--- config.mk ---
export PLATFORM = sky130hd
export DESIGN_NAME = fsws_seq
export DESIGN_NICKNAME = d
export VERILOG_FILES = /design/src/sv/fsws_pkg.sv /design/src/sv/fsws_seq.sv
export SDC_FILE = /design/constraint.sdc
export NUM_CORES = 1
export LEC_CHECK = 0
export BUFFER_PORTS_ARGS = -buffer_cell sky130_fd_sc_hd__buf_4
export CAP_MARGIN = 10
export CORE_AREA = 3 3 40 42
export CTS_CLUSTER_DIAMETER = 50
export DETAILED_ROUTE_END_ITERATION = 8
export DIE_AREA = 0 0 43 45
export SLEW_MARGIN = 20
export SYNTH_ARGS = -nofsm -noshare
export SYNTH_HDL_FRONTEND = slang
export SYNTH_SLANG_ARGS = --single-unit
--- constraint.sdc ---
create_clock -name i_clk -period 2.3 [get_ports i_clk]
set_input_delay 0.575 -clock i_clk [delete_from_list [all_inputs] [get_ports i_clk]]
set_output_delay 0.575 -clock i_clk [all_outputs]
set_load 0.005 [all_outputs]
--- src/sv/fsws_pkg.sv ---
package fsws_pkg;

    // block sizing
    localparam int SAMPLE_BITS      = 8;
    localparam int MAX_HARMONICS    = 1024;
    localparam int SINE_TABLE_DEPTH = 1024;

    // field widths
    localparam int N_W        = 16;
    localparam int STEP_W     = 32;
    localparam int MODE_W     = 2;
    localparam int HC_W       = 11;
    localparam int VAL_W      = 9;
    localparam int CFG_IDX_W  = 2;
    localparam int CFG_DATA_W = 32;

    // fixed point: sine entries are Q2.28, weights Q28
    localparam int Q_FRAC = 28;
    localparam int SIN_W  = Q_FRAC + 2;
    localparam int W_W    = Q_FRAC + 1;

    // table address widths
    localparam int SA_W = $clog2(SINE_TABLE_DEPTH);
    localparam int HA_W = (MAX_HARMONICS > 1) ? $clog2(MAX_HARMONICS) : 1;
    localparam int WA_W = HA_W + 1;

    // harmonic counter must hold the last harmonic plus the stride
    localparam int HN_W  = $clog2(MAX_HARMONICS + 3);
    localparam int CNT_W = (HN_W > HC_W) ? HN_W : HC_W;

    // accumulator: the weighted sum stays well below 2^33
    localparam int ACC_W = 34;
    localparam int SUM_W = 32;

    // output scaling
    localparam int FULL_M1 = (1 << SAMPLE_BITS) - 1;
    localparam int PM_W    = SUM_W + SAMPLE_BITS;
    localparam int Y_W     = SAMPLE_BITS + 2;
    localparam int DIV_K   = Y_W + 3;
    localparam int DIV_M   = ((1 << DIV_K) + 4) / 5;
    localparam int M_W     = DIV_K - 1;
    localparam int PQ_W    = Y_W + M_W;
    localparam int VW      = (Y_W + 1 > VAL_W) ? Y_W + 1 : VAL_W;

    localparam logic [STEP_W-1:0] PHASE_STEP_RESET = 32'd107374182;

    // configuration register indexes
    localparam logic [CFG_IDX_W-1:0] REG_WAVE_MODE  = 2'd0;
    localparam logic [CFG_IDX_W-1:0] REG_HARM_COUNT = 2'd1;
    localparam logic [CFG_IDX_W-1:0] REG_PHASE_STEP = 2'd2;

    typedef enum logic [MODE_W-1:0] {
        MODE_SINE   = 2'd0,
        MODE_SAW    = 2'd1,
        MODE_SQUARE = 2'd2,
        MODE_TRI    = 2'd3
    } t_wave_mode;

    // microcode sequencing
    localparam int UCODE_DEPTH = 8;
    typedef logic [2:0] t_upc;

    localparam t_upc UPC_IDLE  = 3'd0;
    localparam t_upc UPC_SETUP = 3'd1;
    localparam t_upc UPC_LOOP  = 3'd2;
    localparam t_upc UPC_DRAIN = 3'd3;

    typedef enum logic [2:0] {
        C_NEXT    = 3'd0,
        C_ALWAYS  = 3'd1,
        C_NOSTART = 3'd2,
        C_MORE    = 3'd3,
        C_EMPTY   = 3'd4
    } t_cond;

    typedef struct packed {
        logic setup;
        logic issue;
        logic post_mul;
        logic post_div;
        logic emit;
    } t_ctrl;

    typedef struct packed {
        t_ctrl ctrl;
        t_cond cond;
        t_upc  target;
    } t_uword;

    typedef struct packed {
        logic more;
        logic empty;
    } t_stat;

    localparam t_ctrl CTRL_NONE  = '{default: 1'b0};
    localparam t_ctrl CTRL_SETUP = '{setup: 1'b1, default: 1'b0};
    localparam t_ctrl CTRL_ISSUE = '{issue: 1'b1, default: 1'b0};
    localparam t_ctrl CTRL_PMUL  = '{post_mul: 1'b1, default: 1'b0};
    localparam t_ctrl CTRL_PDIV  = '{post_div: 1'b1, default: 1'b0};
    localparam t_ctrl CTRL_EMIT  = '{emit: 1'b1, default: 1'b0};

    // program: wait, set up, harmonic loop, drain two stages, scale, emit
    localparam t_uword UCODE [UCODE_DEPTH] = '{
        '{ctrl: CTRL_NONE,  cond: C_NOSTART, target: UPC_IDLE},
        '{ctrl: CTRL_SETUP, cond: C_EMPTY,   target: UPC_DRAIN},
        '{ctrl: CTRL_ISSUE, cond: C_MORE,    target: UPC_LOOP},
        '{ctrl: CTRL_NONE,  cond: C_NEXT,    target: UPC_IDLE},
        '{ctrl: CTRL_NONE,  cond: C_NEXT,    target: UPC_IDLE},
        '{ctrl: CTRL_PMUL,  cond: C_NEXT,    target: UPC_IDLE},
        '{ctrl: CTRL_PDIV,  cond: C_NEXT,    target: UPC_IDLE},
        '{ctrl: CTRL_EMIT,  cond: C_ALWAYS,  target: UPC_IDLE}
    };

endpackage

--- src/sv/fsws_seq.sv ---
module fsws_seq (
    input  logic              i_clk,
    input  logic              i_rst_n,
    input  logic              i_start,
    input  fsws_pkg::t_stat   i_stat,
    output logic              o_busy,
    output fsws_pkg::t_ctrl   o_ctrl
);

    fsws_pkg::t_upc   r_upc;
    fsws_pkg::t_upc   n_upc;
    fsws_pkg::t_uword uw;
    logic             jump;

    // control word of the current step
    assign uw = fsws_pkg::UCODE[r_upc];

    // jump condition
    always_comb begin
        case (uw.cond)
            fsws_pkg::C_NEXT:    jump = 1'b0;
            fsws_pkg::C_ALWAYS:  jump = 1'b1;
            fsws_pkg::C_NOSTART: jump = !i_start;
            fsws_pkg::C_MORE:    jump = i_stat.more;
            fsws_pkg::C_EMPTY:   jump = i_stat.empty;
            default:             jump = 1'b0;
        endcase
    end

    // next step
    always_comb begin
        n_upc = jump ? uw.target : fsws_pkg::t_upc'(r_upc + 3'd1);
    end

    always_ff @(posedge i_clk) begin
        if (!i_rst_n) begin
            r_upc <= fsws_pkg::UPC_IDLE;
        end else begin
            r_upc <= n_upc;
        end
    end

    assign o_busy = (r_upc != fsws_pkg::UPC_IDLE);
    assign o_ctrl = uw.ctrl;

endmodule

## After elaboration in Yosys (flattened, before gate mapping)

Memories as Yosys holds them, arrays and structs flattened.
Index checks and enable logic that the tools add are counted.

| word-level totals | value |
|---|---|
| bits in registers | 3 |
| memory bits (read-only) | 88 |
| bits of input ports | 5 |
| output and inout bits | 6 |
| memories | 1 |

Memories:

| memory | words | bits a word | read ports | clocked after memory_dff | write ports | RTL line | text |
|---|---|---|---|---|---|---|---|
| (no name shown) | 8 | 11 | 1 | 0 | 0 | fsws_seq.sv:16 | `assign uw = fsws_pkg::UCODE[r_upc];` |

| operators by class | value |
|---|---|
| add/subtract/negate cells | 1 |
| magnitude comparators | 1 |
| eq/ne operators | 4 |
| multiplexer cells | 4 |
| bitwise logic cells | 1 |
| reductions and logical operators | 2 |

Operator list:

| cell | count |
|---|---|
| $mux 11 | 2 |
| $eq 3x2->1 const B | 2 |
| $ge 4x4->1 const B | 1 |
| $not 3->4 | 1 |
| $pmux 1 s4 | 1 |
| $add 3x1->3 const B | 1 |
| $eq 3x1->1 const B | 1 |
| $eq 3x3->1 const B | 1 |
| $mux 3 | 1 |
| $reduce_bool 3->1 | 1 |
| $logic_not 1->1 | 1 |

## Depth between registers and ports, before layout

Gate-level depths: netlist of the first run.

| depth | value |
|---|---|
| depth after elaboration | 7 |
| mapped depth | 5 |
| mapped depth without buffers | 5 |

## Least setup slack after synthesis of the first run

Ideal clock, no wire load.

| timing path | value |
|---|---|
| path type | register to register |
| from | register r_upc[1] |
| to | register r_upc[0] |
| library setup time | 131 ps |
| arrival time | 1325 ps |
| data required time | 2169 ps |
| path slack | 844 ps |
| stages on the path, launching flop included | 6 |
| buffers on the path | 0 |
| period minus slack after synthesis | 1456 ps |
| path through | dfxtp_1 > inv_1 > ha_1 > or3b_1 > a211oi_1 > o21ai_1 |

| between the ends | value |
|---|---|
| cells in the longest elaborated chain, start to end | 7 |

RTL lines:

| item | RTL line | text |
|---|---|---|
| from (decl) | fsws_seq.sv:10 | `fsws_pkg::t_upc r_upc;` |
| from (signal assigned) | fsws_seq.sv:37 | `r_upc <= fsws_pkg::UPC_IDLE;` |
| from (signal assigned) | fsws_seq.sv:39 | `r_upc <= n_upc;` |
| $not 3->4 (implied by the code) (*) | fsws_seq.sv:16 |  |
| $mem_v2 8x11 (*) | -- |  |
| $mux 11 (implied by the code) (*) (2 in a row) | fsws_seq.sv:16 |  |
| $eq 3x3->1, or another cell as far along | fsws_seq.sv:20 | `case (uw.cond)` |
| $pmux 1 s4 | fsws_seq.sv:20 |  |
| $mux 3 (*) | fsws_seq.sv:32 | `n_upc = jump ? uw.target : fsws_pkg::t_upc'(r_upc + 3'd1);` |

Every way passes the cells marked *; elsewhere a longest branch is shown, timed or not. The select of a mux whose other input is x is not followed.
A chain may end at the register's enable or synchronous reset.

==> impl_metrics.yaml, run 1 <==
synthesis:
  synth_cell_types: 17
  ys_seq_area_share_pct: 24.1
  yosys_most_used_dff: "dfxtp_1"
  yosys.area.top_type_share_pct: 25.1
  syn_area_per_cell_um2: 9.22
  yosys_register_bits: 3
  synth.area.top_cells: "ha_1 (25%), dfxtp_1 (24%), and2b_1 (6.0%)"
  synth_common_cells: "ha_1 (5), dfxtp_1 (3)"
  syn_inst: 27
  yosysTopAreaCell: "ha_1"
  synth_nets: 37
  synth_most_common_cell: "ha_1"
  syn_area_um2: 249
  synthArstFlopShare_pct: 0
  synth-edff-count: 0
  ys_warn_count: 0
layout:
  nNetsFinal: 52
  area_delta_synth_final_pct: 48.2
  largest_register_ffs: 3
  drive_gt1_share_pct: 31.7
  n_antenna_cell: 0
  reg_top3: "r_upc x3"
  fin_area_um2: 369
  top_register: "r_upc"
grt:
  antenna_found_initial: 0
  grt_pass1_vias: 216
  grt_max_degree: 11
  grt_pass1_wl_um: 828
  grtUsageTotal_pct: 6.16
  grt_overflow: 0
clock_tree:
  cts_tree: "built"
  h-tree-depth: 1
  post_cts_buffers: 0
  cts-root-buf: "clkbuf_4"
  cts_hold_buf: 0
  cts-resized-gates: 0
  clockBufferDepth: 2
  cts_inserted_buffers: 3
  cts.sink_count: 3
  cts.clk_slew.worst_paths_ns: 0.04
  clk_latency_ns: 0.23
routing:
  drt_iter0_drc: 0
  wl_um: 545
  drc: 0
  routed-via-count: 238
  via_per_inst: 4.25
  wl_per_cell_um: 9.73
  dr.pass1.iters: 1
  antenna_left: 0
setup_path:
  crit_required_ns: 1.73
  critPathKind: "reg2out"
  crit_arrival_ns: 1.22
  endpoint_kind: "output pin"
  rr_worst_depth: 5
  crit_fanout: 5
  r2r_slack_ns: 0.69
  start_kind: "flop"
timing:
  setup_slack_ns: 0.503
  rsz0062_at_grt: "no"
  finalHoldViolations: 0
  fin_skew_ns: 0.00126
  hold_ws_ns: 0.562
  final.setup.tns_ns: 0
  finalSetupViolCount: 0
  fin_crit_ns: 1.80
  slew_violations: 0
  max_slew.worst_pin.slew_ns: 0.394
  max-slew-margin-rel_pct: 73.4
  fmax_mhz: 556
  fin_crit_sh_pct: 78.1
run:
  cap_violations: 0
pwr:
  ir_drop_uv: 296
  leakagePower_nw: 0.182
  power_density_nw_per_um2: 1050
  finalPower_mw: 0.386
die:
  core_area_um2: 1280
  fp.dieH_um: 45
  io_pins: 11
  placementRows: 13
  die_w_um: 43
  start_util_pct: 19.4
  die_area_um2: 1940
worst_hold_path:
  hold_path_depth: 1
  hold_class: "reg2reg"
place:
  pre_cts_ws_ns: 0.694
  gp_congestion: 0.652
  io_buffers: 10
  dpl_cell_area_um2: 343
status:
  status: "complete, no violations"
[through the flow]
stage,util [%],instances
2_1_floorplan,-,27
6_report,28.7,56
3_5_place_dp,26.7,52
5_1_grt,28.7,56
3_3_place_gp,26.7,52
4_1_cts,28.7,56
[report_power, final]
group	internal [mW]	switching, mW	leakage, nW
Clock	0.0650	0.0264	0.0150
Combinational	0.111	0.0906	0.142
Sequential	0.0721	0.0208	0.0247
[logic make-up after synthesis]
group | Yosys count | share of synthesized area, %
AOI/OAI and AO/OA | 4 | 10.6
and+or+nand+nor | 13 | 37.2
DFF | 3 | 24.1
buffers and inverters | 2 | 3.02
adders and majority gates | 5 | 25.1
[critical path: stages, from the launching register on]
cell	delay [ns]
dfxtp_1	0.37
inv_1	0.08
ha_1	0.25
and2b_1	0.17
buf_4	0.13
[per-layer routing]
| layer | vias to the layer above | share of wire [%] | GRT usage, % |
|---|---|---|---|
| met5 | - | 0 | 0 |
| met4 | 0 | 0 | 7.23 |
| met3 | 0 | 11 | 1.20 |
| met2 | 9 | 43 | 8.08 |
| met1 | 103 | 46 | 7.71 |
| li1 | 126 | - | - |
[cell usage in the layout (no fill, tap or decap), drive strengths merged]
master  count
a211oi      1
a21oi       1
and2        2
and2b       2
buf        10
clkbuf      4
dfxtp       3
ha          5
inv         2
nand2       2
nand2b      1
nand3b      1
nor4        1
nor4b       1
nor4bb      1
o21ai       1
o311ai      1
or3b        1
or4b        1
[final cells by class]
type | count | area [µm²]
Timing Repair Buffer | 10 | 75.1
Clock buffer | 4 | 26.3
Multi-Input combinational cell | 22 | 181
Tap cell | 15 | 18.8
Inverter | 2 | 7.51
Sequential cell | 3 | 60.1
Fill cell | 149 | 916
[path summary, 6_finish.rpt]
path,startpoint,to
worst min-delay path,r_upc[2],r_upc[1]
worst min register to register,r_upc[2],r_upc[1]
worst max register to register,r_upc[1],r_upc[0]
worst max-delay path,r_upc[0],o_ctrl[3]
Note: power is estimated with default switching activity, not from simulation.
==> inputs of run 2 (changes only) <==
==> constraint.sdc (replaced) <==
create_clock -name i_clk -period 1.7 [get_ports i_clk]
set_input_delay 0.425 -clock i_clk [delete_from_list [all_inputs] [get_ports i_clk]]
set_output_delay 0.425 -clock i_clk [all_outputs]
set_load 0.005 [all_outputs]
==> impl_metrics.yaml, run 2 (same netlist as run 1, synthesis figures left out) <==
layout:
  reg_top3: "r_upc x3"
  area.sequential_um2: 62.6
  largest_register_ffs: 3
  fin_util_pct: 30.0
  fin_area_um2: 385
  final_cells: 57
  area_delta_synth_final_pct: 54.8
  fillers: 139
  drive_gt1_share_pct: 42.9
  n_antenna_cell: 0
  top_register: "r_upc"
  final_common_cell: "buf_4"
  multi_input_area_um2: 184
  nNetsFinal: 53
  layout_common_cells: "buf_4 (10), ha_1 (4), clkbuf_4 (3)"
clock_tree:
  cts_inserted_buffers: 3
  cts-root-buf: "clkbuf_4"
  cts.sink_count: 3
  post_cts_buffers: 0
  cts_tree: "built"
  cts_hold_buf: 0
  cts.clk_slew.worst_paths_ns: 0.04
  clockBufferDepth: 2
  h-tree-depth: 1
  clk_latency_ns: 0.23
timing:
  max_slew.worst_pin.slew_ns: 0.504
  final.setup.tns_ns: 0
  fmax_mhz: 620
  finalSetupViolCount: 0
  fin_crit_sh_pct: 94.9
  max-slew-margin-rel_pct: 65.9
  slew_violations: 0
  fin_skew_ns: 0.00618
  fin_crit_ns: 1.61
  rsz0062_at_grt: "no"
  finalHoldViolations: 0
setup_path:
  endpoint_kind: "output pin"
  crit_fanout: 4
  cp.depth: 5
  slowest_stage: "dfxtp_2"
  critPathKind: "reg2out"
  crit_arrival_ns: 1.19
  crit_family: "flip-flops"
  start_kind: "flop"
  r2r_slack_ns: 0.14
  r2r_end: "r_upc[0]"
  path_buf_inv: 3
  critPathMaxStageDelay_ns: 0.34
  path_cells: "inv_2 > ha_2 > buf_6 > and2b_1 > buf_4"
  crit_required_ns: 1.27
  rr_startpoint: "r_upc[0]"
  rr_worst_depth: 5
pwr:
  power_density_nw_per_um2: 1440
  ir_drop_uv: 573
  leakagePower_nw: 0.187
  finalPower_mw: 0.553
die:
  die_w_um: 43
  io_pins: 11
  die_area_um2: 1940
  core_area_um2: 1280
  fp.dieH_um: 45
  start_util_pct: 19.4
  placementRows: 13
grt:
  grt_pass1_wl_um: 1040
  grt_overflow: 0
  antenna_found_initial: 0
  grtUsageTotal_pct: 7.58
  grt_pass1_vias: 247
  grt_max_degree: 11
routing:
  routed-via-count: 242
  wl_per_cell_um: 9.79
  antenna_left: 0
  via_per_inst: 4.25
  drt_iter0_drc: 3
  dr.pass1.iters: 2
  wl_um: 558
  drc: 0
worst_hold_path:
  hold_class: "in2reg"
  worstHoldStart: "i_rst_n"
  min_to: "r_upc[1]"
  hold_path_depth: 3
place:
  gp_congestion: 0.701
  dpl_cell_area_um2: 350
  dp.cells: 53
  io_buffers: 10
status:
  status: "complete, no violations"
run:
  cap_violations: 0
-- run 2: cell types whose count changed in the layout (fill, tap and decap cells not counted), sizes merged --
cell	delta
buf	+1
-- run 2: per-layer routing --
| metal | share of wire [%] | up-vias | GRT usage (%) |
|---|---|---|---|
| li1 | - | 129 | - |
| met1 | 52 | 104 | 10.6 |
| met2 | 39 | 9 | 8.68 |
| met3 | 9.1 | 0 | 4.78 |
| met4 | 0 | 0 | 3.61 |
| met5 | 0 | - | 0 |
-- run 2: area by class of cell --
type | instances | area share, %
Inverter | 2 | 1.95
Tap cell | 15 | 4.87
Timing Repair Buffer | 11 | 22.4
Sequential cell | 3 | 16.2
Multi-Input combinational cell | 22 | 47.7
Clock buffer | 4 | 6.82
-- run 2: timing repair --
item / CTS / global route
pin swaps: 0 / 0
endpoints found under the setup margin: 1 / 6
resized for setup: 1 / 4
-- run 2: worst max-delay path by stage --
stage	startpoint	end	slack, ns
floorplan	r_upc[1]	r_upc[0]	0.24
global placement	r_upc[0]	r_upc[0]	0.12
detailed placement	r_upc[0]	r_upc[0]	0.13
CTS	r_upc[1]	o_ctrl[4]	0.02
global route	r_upc[0]	r_upc[2]	0.004
finish	r_upc[1]	o_ctrl[4]	0.09
-- run 2: report_power, final --
part / internal [mW] / switching (mW)
combinational: 0.169 / 0.124
sequential: 0.103 / 0.0324
clock: 0.0880 / 0.0367
-- run 2: tightest hold or removal path, cell delays in order --
cell and delay [ns]:
buf_4 0.12, nand2_1 0.06, a21oi_1 0.03
-- run 2: stage by stage --
step,hold WS (ns),setup WS (ns)
after detailed placement,0.561,0.131
final,0.444,0.0871
after global routing,0.444,0.00356
after floorplan,0.499,0.244
after CTS,0.435,0.0173
after global placement,0.551,0.123
==> inputs of run 3 (changes only) <==
--- a/config.mk
+++ b/config.mk
@@ -5,12 +5,14 @@
 export SDC_FILE = /design/constraint.sdc
 export NUM_CORES = 1
 export LEC_CHECK = 0
+export ABC_AREA = 1
 export BUFFER_PORTS_ARGS = -buffer_cell sky130_fd_sc_hd__buf_4
 export CAP_MARGIN = 10
 export CORE_AREA = 3 3 40 42
 export CTS_CLUSTER_DIAMETER = 50
 export DETAILED_ROUTE_END_ITERATION = 8
 export DIE_AREA = 0 0 43 45
+export MAX_ROUTING_LAYER = met4
 export SLEW_MARGIN = 20
 export SYNTH_ARGS = -nofsm -noshare
 export SYNTH_HDL_FRONTEND = slang
==> impl_metrics.yaml, run 3 <==
clock_tree:
  cts-root-buf: "clkbuf_4"
  cts.sink_count: 3
  clk_latency_ns: 0.23
  clockBufferDepth: 2
  cts.clk_slew.worst_paths_ns: 0.04
  cts_tree: "built"
  cts_hold_buf: 0
  cts_inserted_buffers: 3
  h-tree-depth: 1
routing:
  wl_um: 576
  drt_iter0_drc: 0
  routed-via-count: 286
  via_per_inst: 3.92
  wl_per_cell_um: 7.89
  antenna_left: 0
  drc: 0
  dr.pass1.iters: 1
timing:
  max_slew.worst_pin.slew_ns: 0.321
  fin_crit_ns: 1.58
  max-slew-margin-rel_pct: 78.6
  finalHoldViolations: 0
  slew_violations: 0
  fmax_mhz: 635
  hold_ws_ns: 0.437
  fin_crit_sh_pct: 92.7
  fin_skew_ns: 0.00219
  final.setup.tns_ns: 0
  finalSetupViolCount: 0
  rsz0062_at_grt: "no"
synthesis:
  ys_seq_area_share_pct: 20.8
  synthArstFlopShare_pct: 0
  syn_area_per_cell_um2: 6.57
  syn_area_um2: 289
  yosysTopAreaCell: "ha_1"
  synth_common_cells: "nand2_1 (11), inv_1 (9), nor2_1 (6)"
  syn_inst: 44
  synth-edff-count: 0
  yosys_most_used_dff: "dfxtp_1"
  synth_most_common_cell: "nand2_1"
  ys_warn_count: 0
  synth_cell_types: 11
  yosys.area.top_type_share_pct: 21.6
  synth_nets: 54
  synth.area.top_cells: "ha_1 (22%), dfxtp_1 (21%), nand2_1 (14%)"
  yosys_register_bits: 3
grt:
  grt_max_degree: 9
  grt_overflow: 0
  grt_pass1_vias: 283
  grt_pass1_wl_um: 1000
  grtUsageTotal_pct: 7.11
  antenna_found_initial: 0
place:
  dp.cells: 69
  io_buffers: 10
  post-dp-hpwl_um: 515
  gp_congestion: 0.696
die:
  core_area_um2: 1280
  io_pins: 11
  start_util_pct: 22.5
  die_area_um2: 1940
  fp.dieH_um: 45
  die_w_um: 43
  placementRows: 13
worst_hold_path:
  hold_class: "in2reg"
  min_to: "r_upc[0]"
  hold_path_depth: 3
  worstHoldStart: "i_rst_n"
layout:
  fillers: 146
  largest_register_ffs: 3
  top_register: "r_upc"
  multi_input_area_um2: 193
  layout_common_cells: "nand2_1 (11), buf_4 (10), inv_1 (9)"
  area_delta_synth_final_pct: 43.7
  nNetsFinal: 69
  n_antenna_cell: 0
  reg_top3: "r_upc x3"
  area.sequential_um2: 61.3
  drive_gt1_share_pct: 41.4
  final_cells: 73
  final_common_cell: "nand2_1"
pwr:
  finalPower_mw: 0.634
  power_density_nw_per_um2: 1530
  ir_drop_uv: 507
  leakagePower_nw: 0.254
setup_path:
  r2r_end: "r_upc[0]"
  crit_arrival_ns: 1.15
  rr_startpoint: "r_upc[1]"
  critPathKind: "reg2out"
  endpoint_kind: "output pin"
  rr_worst_depth: 9
  crit_required_ns: 1.27
  r2r_slack_ns: 0.40
  start_kind: "flop"
  crit_fanout: 3
run:
  cap_violations: 0
status:
  status: "complete, no violations"
run 3: worst max path at each step:
stage / cells past startpoint / to / startpoint
2_1_floorplan: 5 / o_busy / r_upc[0]
3_3_place_gp: 4 / o_ctrl[4] / r_upc[0]
3_5_place_dp: 4 / o_ctrl[4] / r_upc[0]
4_1_cts: 4 / o_ctrl[4] / r_upc[0]
5_1_grt: 5 / o_ctrl[4] / r_upc[1]
6_report: 5 / o_ctrl[4] / r_upc[1]
run 3: cells by family after synthesis:
logic type               share of synthesized area, %
buffers and inverters                            14.3
adder cells (fa/ha/maj)                          21.6
AO/OA/AOI/OAI                                    3.46
flip-flops                                       20.8
AND/OR/NAND/NOR                                  39.8
run 3: power by group:
part	total [mW]	internal [mW]	switching, mW
clock	0.125	0.0880	0.0368
sequential	0.138	0.102	0.0362
combinational	0.371	0.170	0.201
total	0.634	0.360	0.274
run 3: area by class of cell:
type / count / share of cell area [%]
multi-input cells: 30 / 46.4
well taps: 15 / 4.52
clock buffers: 4 / 6.33
inverters: 11 / 9.94
flip-flops and latches: 3 / 14.8
repair buffers: 10 / 18.1
run 3: stage by stage:
stage	setup WS [ns]	cell area (µm²)	util, %
floorplan	0.494	289	-
global placement	0.338	383	29.8
detailed placement	0.325	383	29.8
CTS	0.0760	409	31.8
global route	0.0140	415	32.3
finish	0.124	415	32.3
run 3: routing by layer:
metal | up-vias | part of all wire, % | routed length [µm] | GRT usage [%]
met1 | 121 | 42 | 241 | 6.24
met3 | 2 | 5.6 | 32 | 1.20
met5 | - | 0 | 0 | -
met4 | 0 | 2.1 | 12 | 5.42
li1 | 155 | - | - | -
met2 | 8 | 50 | 290 | 13.5
run 3: worst max-delay path, cell delays in order, from the launching register on:
cell,delay [ns]
dfxtp_1,0.32
inv_1,0.08
ha_2,0.19
inv_1,0.06
nor2_2,0.14
buf_4,0.14
run 3: what timing repair did:
| action | CTS | global route |
|---|---|---|
| resized for setup | 0 | 3 |
| buffers inserted | 0 | 0 |
| setup endpoints to repair | 0 | 2 |
